File: src/hw/rtl/lru_pkg.sv
// Shared constants, types and helper functions for the LRU page replacement block.
package lru_pkg;

   localparam int MAX_FRAMES  = 8;
   localparam int PAGE_BITS   = 16;
   localparam int FRAME_W     = (MAX_FRAMES > 1) ? $clog2(MAX_FRAMES) : 1;
   localparam int RANK_W      = FRAME_W;
   localparam int CNT_W       = 16;
   localparam int CFG_W       = 4;
   localparam int OUT_FRAME_W = 3;

   typedef logic [PAGE_BITS-1:0]                  page_type;
   typedef logic [FRAME_W-1:0]                    frame_type;
   typedef logic [RANK_W-1:0]                     rank_type;
   typedef logic [CNT_W-1:0]                      count_type;
   typedef logic [CFG_W-1:0]                      cfg_type;
   typedef logic [MAX_FRAMES-1:0]                 flag_type;
   typedef logic [MAX_FRAMES-1:0][PAGE_BITS-1:0]  page_arr_type;
   typedef logic [MAX_FRAMES-1:0][RANK_W-1:0]     rank_arr_type;

   localparam cfg_type   CFG_RESET = CFG_W'(5);
   localparam rank_type  RANK_MAX  = RANK_W'(MAX_FRAMES - 1);
   localparam count_type COUNT_MAX = '1;

   typedef struct packed {
      logic      hit;
      logic      fill;
      logic      evict;
      frame_type frame;
      rank_type  old_rank;
      page_type  evicted_page;
   } decision_type;

   // A count of zero behaves as one frame; counts above the frame total cover all frames.
   function automatic flag_type active_mask(input cfg_type cfg);
      flag_type mask;
      mask = '0;
      for (int g = 0; g < MAX_FRAMES; g++) begin
         if (cfg == '0) begin
            mask[g] = (g == 0);
         end else begin
            mask[g] = (32'(cfg) > g);
         end
      end
      return mask;
   endfunction

endpackage

File: src/hw/rtl/lru_req_if.sv
// Request channel carrying one page reference per beat.
interface lru_req_if;
   import lru_pkg::*;

   logic     valid;
   logic     ready;
   page_type page_number;

   modport source (output valid, output page_number, input ready);
   modport sink (input valid, input page_number, output ready);
endinterface

File: src/hw/rtl/lru_rsp_if.sv
// Response channel carrying the lookup outcome and counters per beat.
interface lru_rsp_if;
   import lru_pkg::*;

   logic                   valid;
   logic                   ready;
   logic                   hit;
   logic [OUT_FRAME_W-1:0] frame_index;
   logic                   evicted_valid;
   page_type               evicted_page;
   count_type              miss_total;
   count_type              access_total;

   modport source (output valid, output hit, output frame_index, output evicted_valid,
                   output evicted_page, output miss_total, output access_total,
                   input ready);
   modport sink (input valid, input hit, input frame_index, input evicted_valid,
                 input evicted_page, input miss_total, input access_total,
                 output ready);
endinterface

File: src/hw/rtl/lru_csr_if.sv
// Configuration write channel carrying the frame count register.
interface lru_csr_if;
   import lru_pkg::*;

   logic    valid;
   logic    ready;
   cfg_type frames_in_use;

   modport source (output valid, output frames_in_use, input ready);
   modport sink (input valid, input frames_in_use, output ready);
endinterface

File: src/hw/rtl/lru_page_replacement.sv
// Top level of the LRU page replacement block: channel registers, frame state and counters.
//
// The block keeps a small fully associative set of page frames and answers one
// page reference per request beat with one response beat. A response gives hit
// or miss, the frame that now holds the page, the page evicted if any, and
// saturating miss and access counts that include this reference.
// A request beat is registered, looked up against all active frames
// combinationally and written to the response register. One request is
// accepted per cycle while the receiver keeps up; the compare and age
// update across every frame is combinational and sets that rate.
// The response register and the request register decouple the two sides, so
// a new request is still taken while a finished response waits. When the
// receiver stalls, both registers fill and the request side then stalls too.
// The configuration channel writes the active frame count and is always ready;
// write it only while no request is in flight.
// Reset empties all frames, clears ages and counters and sets the count to five.
module lru_page_replacement (
   input logic       clock,
   input logic       reset,
   lru_req_if.sink   req_bus,
   lru_rsp_if.source rsp_bus,
   lru_csr_if.sink   csr_bus
);
   import lru_pkg::*;

   cfg_type      frames_cfg_ff;
   logic         s1_valid_ff;
   page_type     s1_page_ff;
   logic         rsp_valid_ff;
   logic         rsp_hit_ff;
   frame_type    rsp_frame_ff;
   logic         rsp_evicted_valid_ff;
   page_type     rsp_evicted_page_ff;
   count_type    miss_ff;
   count_type    miss_in;
   count_type    access_ff;
   count_type    access_in;
   flag_type     frame_valid_ff;
   flag_type     frame_valid_in;
   rank_arr_type frame_rank_ff;
   rank_arr_type frame_rank_in;
   page_arr_type frame_page_ff;
   flag_type     active;
   decision_type decision;
   logic         advance;

   assign active  = active_mask(frames_cfg_ff);
   assign advance = s1_valid_ff && (!rsp_valid_ff || rsp_bus.ready);

   assign req_bus.ready = !s1_valid_ff || advance;
   assign csr_bus.ready = 1'b1;

   lru_select u_select (
      .page        (s1_page_ff),
      .active      (active),
      .frame_valid (frame_valid_ff),
      .frame_page  (frame_page_ff),
      .frame_rank  (frame_rank_ff),
      .decision    (decision)
   );

   always_comb begin
      frame_valid_in = frame_valid_ff;
      frame_rank_in  = frame_rank_ff;
      if (decision.fill) begin
         frame_valid_in[decision.frame] = 1'b1;
      end
      for (int g = 0; g < MAX_FRAMES; g++) begin
         if (FRAME_W'(g) == decision.frame) begin
            frame_rank_in[g] = '0;
         end else if (active[g] && frame_valid_ff[g] && frame_rank_ff[g] < decision.old_rank
                      && frame_rank_ff[g] != RANK_MAX) begin
            frame_rank_in[g] = frame_rank_ff[g] + RANK_W'(1);
         end
      end
      access_in = (access_ff != COUNT_MAX) ? access_ff + CNT_W'(1) : access_ff;
      miss_in   = (!decision.hit && miss_ff != COUNT_MAX) ? miss_ff + CNT_W'(1) : miss_ff;
   end

   always_ff @(posedge clock) begin
      if (reset) begin
         frames_cfg_ff  <= CFG_RESET;
         s1_valid_ff    <= 1'b0;
         rsp_valid_ff   <= 1'b0;
         miss_ff        <= '0;
         access_ff      <= '0;
         frame_valid_ff <= '0;
         frame_rank_ff  <= '0;
      end else begin
         if (csr_bus.valid) begin
            frames_cfg_ff <= csr_bus.frames_in_use;
         end
         if (req_bus.ready) begin
            s1_valid_ff <= req_bus.valid;
         end
         if (advance) begin
            rsp_valid_ff   <= 1'b1;
            miss_ff        <= miss_in;
            access_ff      <= access_in;
            frame_valid_ff <= frame_valid_in;
            frame_rank_ff  <= frame_rank_in;
         end else if (rsp_bus.ready) begin
            rsp_valid_ff <= 1'b0;
         end
      end
   end

   always_ff @(posedge clock) begin
      if (req_bus.valid && req_bus.ready) begin
         s1_page_ff <= req_bus.page_number;
      end
      if (advance) begin
         rsp_hit_ff           <= decision.hit;
         rsp_frame_ff         <= decision.frame;
         rsp_evicted_valid_ff <= decision.evict;
         rsp_evicted_page_ff  <= decision.evicted_page;
         if (!decision.hit) begin
            frame_page_ff[decision.frame] <= s1_page_ff;
         end
      end
   end

   assign rsp_bus.valid         = rsp_valid_ff;
   assign rsp_bus.hit           = rsp_hit_ff;
   assign rsp_bus.frame_index   = OUT_FRAME_W'(rsp_frame_ff);
   assign rsp_bus.evicted_valid = rsp_evicted_valid_ff;
   assign rsp_bus.evicted_page  = rsp_evicted_page_ff;
   assign rsp_bus.miss_total    = miss_ff;
   assign rsp_bus.access_total  = access_ff;

endmodule

File: src/hw/rtl/lru_select.sv
// Frame selection: hit search, empty frame search and least recently used victim choice.
module lru_select (
   input  lru_pkg::page_type     page,
   input  lru_pkg::flag_type     active,
   input  lru_pkg::flag_type     frame_valid,
   input  lru_pkg::page_arr_type frame_page,
   input  lru_pkg::rank_arr_type frame_rank,
   output lru_pkg::decision_type decision
);
   import lru_pkg::*;

   logic      hit_found;
   frame_type hit_idx;
   logic      empty_found;
   frame_type empty_idx;
   frame_type victim_idx;
   rank_type  victim_rank;

   always_comb begin
      hit_found   = 1'b0;
      hit_idx     = '0;
      empty_found = 1'b0;
      empty_idx   = '0;
      victim_idx  = '0;
      victim_rank = frame_rank[0];
      for (int g = 0; g < MAX_FRAMES; g++) begin
         if (!hit_found && active[g] && frame_valid[g] && frame_page[g] == page) begin
            hit_found = 1'b1;
            hit_idx   = FRAME_W'(g);
         end
         if (!empty_found && active[g] && !frame_valid[g]) begin
            empty_found = 1'b1;
            empty_idx   = FRAME_W'(g);
         end
      end
      for (int g = 1; g < MAX_FRAMES; g++) begin
         if (active[g] && frame_rank[g] > victim_rank) begin
            victim_idx  = FRAME_W'(g);
            victim_rank = frame_rank[g];
         end
      end
   end

   always_comb begin
      decision              = '0;
      decision.hit          = hit_found;
      decision.fill         = !hit_found && empty_found;
      decision.evict        = !hit_found && !empty_found;
      decision.evicted_page = '0;
      if (hit_found) begin
         decision.frame    = hit_idx;
         decision.old_rank = frame_rank[hit_idx];
      end else if (empty_found) begin
         decision.frame    = empty_idx;
         decision.old_rank = RANK_MAX;
      end else begin
         decision.frame        = victim_idx;
         decision.old_rank     = victim_rank;
         decision.evicted_page = frame_page[victim_idx];
      end
   end

endmodule

File: src/flat_wrapper.sv
// flat-port wrapper written by rule: the top's interface ports become plain ports
module lru_page_replacement_flat import lru_pkg::*;
  (clock, reset, req_bus_valid, req_bus_page_number, req_bus_ready, rsp_bus_valid, rsp_bus_hit, rsp_bus_frame_index, rsp_bus_evicted_valid, rsp_bus_evicted_page, rsp_bus_miss_total, rsp_bus_access_total, rsp_bus_ready, csr_bus_valid, csr_bus_frames_in_use, csr_bus_ready);
  lru_req_if req_bus_i ();
  lru_rsp_if rsp_bus_i ();
  lru_csr_if csr_bus_i ();
  input logic clock;
  input logic reset;
  input wire logic [$bits(req_bus_i.valid)-1:0] req_bus_valid;
  input wire logic [$bits(req_bus_i.page_number)-1:0] req_bus_page_number;
  output wire logic [$bits(req_bus_i.ready)-1:0] req_bus_ready;
  output wire logic [$bits(rsp_bus_i.valid)-1:0] rsp_bus_valid;
  output wire logic [$bits(rsp_bus_i.hit)-1:0] rsp_bus_hit;
  output wire logic [$bits(rsp_bus_i.frame_index)-1:0] rsp_bus_frame_index;
  output wire logic [$bits(rsp_bus_i.evicted_valid)-1:0] rsp_bus_evicted_valid;
  output wire logic [$bits(rsp_bus_i.evicted_page)-1:0] rsp_bus_evicted_page;
  output wire logic [$bits(rsp_bus_i.miss_total)-1:0] rsp_bus_miss_total;
  output wire logic [$bits(rsp_bus_i.access_total)-1:0] rsp_bus_access_total;
  input wire logic [$bits(rsp_bus_i.ready)-1:0] rsp_bus_ready;
  input wire logic [$bits(csr_bus_i.valid)-1:0] csr_bus_valid;
  input wire logic [$bits(csr_bus_i.frames_in_use)-1:0] csr_bus_frames_in_use;
  output wire logic [$bits(csr_bus_i.ready)-1:0] csr_bus_ready;
  assign req_bus_i.valid = req_bus_valid;
  assign req_bus_i.page_number = req_bus_page_number;
  assign req_bus_ready = req_bus_i.ready;
  assign rsp_bus_valid = rsp_bus_i.valid;
  assign rsp_bus_hit = rsp_bus_i.hit;
  assign rsp_bus_frame_index = rsp_bus_i.frame_index;
  assign rsp_bus_evicted_valid = rsp_bus_i.evicted_valid;
  assign rsp_bus_evicted_page = rsp_bus_i.evicted_page;
  assign rsp_bus_miss_total = rsp_bus_i.miss_total;
  assign rsp_bus_access_total = rsp_bus_i.access_total;
  assign rsp_bus_i.ready = rsp_bus_ready;
  assign csr_bus_i.valid = csr_bus_valid;
  assign csr_bus_i.frames_in_use = csr_bus_frames_in_use;
  assign csr_bus_ready = csr_bus_i.ready;
  lru_page_replacement u_core (.clock(clock), .reset(reset), .req_bus(req_bus_i), .rsp_bus(rsp_bus_i), .csr_bus(csr_bus_i));
endmodule
File: config.mk
export PLATFORM = sky130hd
export DESIGN_NAME = lru_page_replacement_flat
export DESIGN_NICKNAME = d
export VERILOG_FILES = /design/src/hw/rtl/lru_pkg.sv /design/src/hw/rtl/lru_req_if.sv /design/src/hw/rtl/lru_rsp_if.sv /design/src/hw/rtl/lru_csr_if.sv /design/src/hw/rtl/lru_page_replacement.sv /design/src/hw/rtl/lru_select.sv /design/src/flat_wrapper.sv
export SDC_FILE = /design/constraint.sdc
export NUM_CORES = 1
export LEC_CHECK = 0
export BUFFER_PORTS_ARGS = -buffer_cell sky130_fd_sc_hd__buf_2
export CORE_MARGIN = 3
export CORE_UTILIZATION = 42
export CTS_CLUSTER_SIZE = 8
export DETAILED_ROUTE_END_ITERATION = 12
export GPL_TIMING_DRIVEN = 1
export SLEW_MARGIN = 20
export SYNTH_ARGS = -nofsm -noshare
export SYNTH_HDL_FRONTEND = slang
export SYNTH_HIERARCHICAL = 1
export SYNTH_SLANG_ARGS = --single-unit
File: constraint.sdc
create_clock -name clock -period 17.1 [get_ports clock]
set_input_delay 2.565 -clock clock [delete_from_list [all_inputs] [get_ports clock]]
set_output_delay 2.565 -clock clock [all_outputs]
set_load 0.005 [all_outputs]
; Word level (Yosys, flattened, before mapping)
; Cells that the tools add are included.
; Widths: inputs -> output; s select.
[word_totals]
in_bits = 25
regBits = 235
elab_cells = 298
output_inout_bits = 56
[classes]
mux = 81
bitwise_logic = 2
n_lt_le_gt_ge = 27
eq_ne = 25
add_sub_neg = 10
reduce_logical = 126
[op_table]
columns = operator, n
row1 = $bwmux 128, 1
row2 = $eq 16x16->1, 8
row3 = $mux 3, 42
row4 = $logic_and 1x1->1, 74
row5 = $bmux 16 s3, 1
row6 = $demux 16 s3, 1
row7 = $add 16x1->16 const B, 2
row8 = $mux 16, 2
row9 = $ne 16x16->1 const B, 2
row10 = $mux 1, 30
row11 = $logic_not 1->1, 26
row12 = $add 3x1->3 const B, 8
row13 = $lt 3x3->1, 8
row14 = $ne 3x3->1 const B, 8
row15 = $reduce_and 2->1, 12
row16 = $gt 3x3->1, 7
row17 = $reduce_bool 2->1, 9
row18 = $gt 4x3->1 const B, 4
row19 = $eq 3x3->1 const A, 4
row20 = $lt 3x4->1 const B, 3
row21 = $mux 6, 2
row22 = $bmux 3 s3, 1
row23 = $gt 4x1->1 const B, 2
row24 = $gt 4x2->1 const B, 2
row25 = 10 further kinds, 12

; Logic depth before layout (Yosys ltp)
[depth]
ltp_word = 48
ltp_mapped = 62
ltp_nobuf = 59

; Modules after synthesis
; Netlist, hierarchy kept.
[modules_own_cells]
columns = module, instances, seq_area_each_um2, area_per_inst_um2, cells_per_inst
row1 = lru_page_replacement, 1, 6356.1, 8896.0, 633
row2 = lru_select, 1, 0.0, 5469.0, 798

; Worst setup path after synthesis
; No wires, ideal clock.
[synth_path]
path_type = register -> register
from = register, netlist name u_core/frame_rank_ff[1]
to = register u_core/frame_page_ff[16] (netlist bit) (enable)
synth_period_minus_slack_ns = 12.233
path_slack_ns = 4.867
n_path_buf = 6
t_arrival_ns = 11.844
stages_incl_launch_ff = 60
cell_sequence = dfxtp_1 -> inv_1 -> ha_1 -> nor2b_4 -> o31ai_1 -> nor2_1 -> mux2_2 -> ha_1 -> or2_2 -> nor3_1 -> a221o_1 -> and3_1 -> nor2_1 -> ha_1 -> nor2_1 -> and2_1 -> o211ai_1 -> or3_1 -> [24 not listed] -> a21oi_1 -> mux2i_1 -> ha_1 -> nor2b_1 -> o21ai_0 -> nand2b_1 -> and3_1 -> clkbuf_1 -> nor2_1 -> clkbuf_1 -> o21ai_4 -> buf_6 -> o31ai_1 -> o21ai_1 -> buf_2 -> or3b_2 -> clkbuf_1 -> nor2_1
[synth_rtl]
columns = element, line
row1 = end signal: indexed assignment, lru_page_replacement.sv:118  ; frame_page_ff[decision.frame] <= s1_page_ff;
row2 = end: declaration, lru_page_replacement.sv:42  ; page_arr_type frame_page_ff;

==> flow_summary_export.csv <==
group,metric,value,unit
sta,setup_ws,3.78,ns
route,wire_per_inst,22.2,um
route,firstDrtPassIters,7,
yosys,ys_seq_area_share,44.2,%
route,num_vias,11900,
placement,routabilityCongestion,0.928,
sta,slew-limit-headroom,21.0,%
setup_path,cpMaxStageDelayCell,"and3_1",
job,maxCapViolCount,0,
route,avgViaCountPerCell,6.09,
final_layout,drive_above_1_share,13.7,%
yosys,synth_top_cells_by_count,"edfxtp_1, nor2_1, nand2_1",
setup_path,critical_path.startpoint_type,"register",
sta,timing.fmax,75.1,MHz
min_path,hp-class,"register to register",
clocking,htreeDepth,2,
sta,slew_violations,0,
power,peakVddDrop,0.0714,mV
setup_path,slowest_delay,0.74,ns
placement,dpl.hpwl,30.7,mm
yosys,syn_inst,1431,
sta,worstMarginPinSlew,1.18,ns
placement,dp_slack,4.05,ns
sta,rsz0062_at_grt,"no",
clocking,cts_buffers,36,
route,drc,0,
setup_path,worstSetupPathType,"register to register",
final_layout,fin_nets,1574,
clocking,post_cts_resized,0,
sta,hold_viol_final,0,
grt,grt_pass1_vias,11200,
final_layout,fin_cells,1960,
outcome,status,"completed",
setup_path,ff2ff_path_depth,56,
yosys,synth-edff-count,165,
min_path,hp-start,"u_core/rsp_bus.access_total[1]",
yosys,syn_area,0.0144,mm^2
floorplan,io_pins,81,
sta,final.min_clock_period,13.32,ns
yosys,yosysWarnings,6,
clocking,cts_tree,"done",
setup_path,r2r_end,"u_core/frame_page_ff[74]",
yosys,yosysTopAreaCell,"edfxtp_1",
yosys,synth_seq_cells,235,
floorplan,rows,67,
final_layout,fin_util,48.4,%
power,power_leakage,0.00572,uW
power,totalPowerFinal,1430,uW
clocking,cts_setup_buffers,0,
yosys,avgSynthCellArea,10.0,um^2
yosys,yosysMostFrequentCell,"edfxtp_1",
grt,grt_pass1_wl,65.7,mm
sta,post-route-period-util,77.9,%
route,postRouteAntennaNets,0,
floorplan,die_h,191,um
grt,overflow,0,
floorplan,start_util,42.7,%
final_layout,insertedDiodeCount,0,
grt,grt.total_usage,23.1,%
clocking,postCtsHoldBufs,0,
grt,grt_start_max_net_pins,70,
setup_path,worstPathRequired,17.25,ns
yosys,synth_top_cell_area_share,34.5,%
placement,place_inst,1911,
setup_path,reg2reg_slack,3.78,ns
sta,setup_tns,0,ns
yosys,synth_cell_types,84,
placement,io_buffers,79,
power,cellPowerDensity,87.7,mW/mm^2
clocking,cts_buffer_depth,3,
floorplan,design.die.area,0.0365,mm^2
final_layout,areaGrowthSynthToFinish,13.2,%
sta,setup_viol,0,
floorplan,core_area,0.0336,mm^2
route,drtIter0Drc,1341,
route,routed_wl,43.5,mm
min_path,holdPathEnd,"u_core/rsp_bus.access_total[1]",
yosys,synthTopCellsByArea,"edfxtp_1, dfxtp_1, xor2_1, ha_1, xnor2_1",
setup_path,crit_fanout,34,
setup_path,crit_arrival,13.46,ns
setup_path,r2r-start,"u_core/frame_rank_ff[1]",
floorplan,die_x,191,um
sta,fin_skew,0.0179,ns
grt,antenna_found_initial,0,
clocking,cts.sinks,235,
setup_path,crit_path_end_kind,"register",
clocking,clk_pin_slew_worst_paths,0.05,ns
clocking,cts_root_buffer,"clkbuf_16",
yosys,synth_flop_cell,"edfxtp_1",
clocking,clkLatencyLatePin,0.53,ns
min_path,whs_path_depth,2,
yosys,async_flop_share,0,%
==> cell families after synthesis <==
group / share of synthesized area (%)
mux: 4.82
buf+inv: 3.51
simple gates: 19.1
compound gates: 14.8
other cells: 0.0261
flops: 44.2
fa+ha+maj: 4.09
xor+xnor: 9.39
==> worst max-delay path by stage <==
stage	startpoint	to	slack, ns	cells after the start
2_1_floorplan	u_core/frame_rank_ff[1]	u_core/frame_page_ff[16]	4.87	59
3_3_place_gp	u_core/frame_rank_ff[1]	u_core/frame_page_ff[77]	4.39	56
3_5_place_dp	u_core/frame_rank_ff[1]	u_core/frame_page_ff[72]	4.05	56
4_1_cts	u_core/frame_rank_ff[1]	u_core/frame_page_ff[79]	4.01	56
5_1_grt	u_core/frame_rank_ff[1]	u_core/frame_page_ff[67]	2.86	57
6_report	u_core/frame_rank_ff[1]	u_core/frame_page_ff[74]	3.78	56
==> sequential cells by signal (all words and copies together), names as in the netlist <==
name	flops
u_core/rsp_bus.evicted_page	16
u_core/rsp_bus.frame_index	3
u_core/rsp_bus.evicted_valid	1
u_core/s1_valid_ff	1
u_core/rsp_bus.access_total	16
u_core/frame_rank_ff	24
u_core/frame_valid_ff	8
u_core/frame_page_ff	128
u_core/s1_page_ff	16
u_core/frames_cfg_ff	4
u_core/rsp_bus.valid	1
u_core/rsp_bus.hit	1
u_core/rsp_bus.miss_total	16
==> stage by stage <==
step,area (um^2),hold slack [ns]
finish,16300,0.522
floorplan,14400,0.471
global route,16300,0.558
global placement,15200,0.508
detailed placement,15200,0.517
CTS,16200,0.524
==> area by class of cell <==
class,instances,area (um^2)
well taps,448,561
multi-input cells,1084,7530
fillers,3128,17400
clock buffers,43,948
clock inverters,5,86.3
repair buffers,113,654
flip-flops and latches,235,6360
inverters,32,120
==> layout by cell type (no fill, tap or decap), drive strengths merged, types with 11 or more instances in the layout <==
| master | n |
|---|---|
| nor4 | 23 |
| nor3 | 47 |
| nand2 | 93 |
| a31oi | 22 |
| a32oi | 33 |
| or4 | 21 |
| and3 | 12 |
| xor2 | 89 |
| mux2 | 17 |
| xnor2 | 65 |
| dfxtp | 70 |
| nand2b | 17 |
| clkbuf | 43 |
| or3 | 11 |
| ha | 47 |
| nor2b | 11 |
| o21ai | 89 |
| nand4 | 27 |
| nor2 | 102 |
| a21oi | 35 |
| buf | 113 |
| and2 | 38 |
| mux2i | 50 |
| nand3 | 51 |
| inv | 31 |
| edfxtp | 165 |
| a22oi | 18 |
| o211ai | 36 |
| o221ai | 16 |
==> layer usage <==
metal	GRT usage, %	part of all wire [%]	up-vias
li1	-	-	5514
met1	33.4	44	5707
met2	35.1	44	636
met3	4.44	9.7	84
met4	6.97	2.8	0
met5	0	0	-
==> report_power, final <==
group / leakage, uW / switching (uW) / total, uW / internal [uW]
logic: 0.00314 / 91.7 / 141 / 49.2
clock network: 0.000503 / 249 / 653 / 404
registers: 0.00208 / 10.3 / 633 / 622
==> worst max-delay path, delay by kind of cell (launching register included) <==
kind                       cells  cell delay (ns)
and+or+nand+nor               30             5.77
AOI/OAI and AO/OA             12             3.08
adders and majority gates      7             1.74
muxes                          3             1.14
buffers and inverters          4             0.83
DFF                            1             0.40
(Power assumes the default switching activity.)
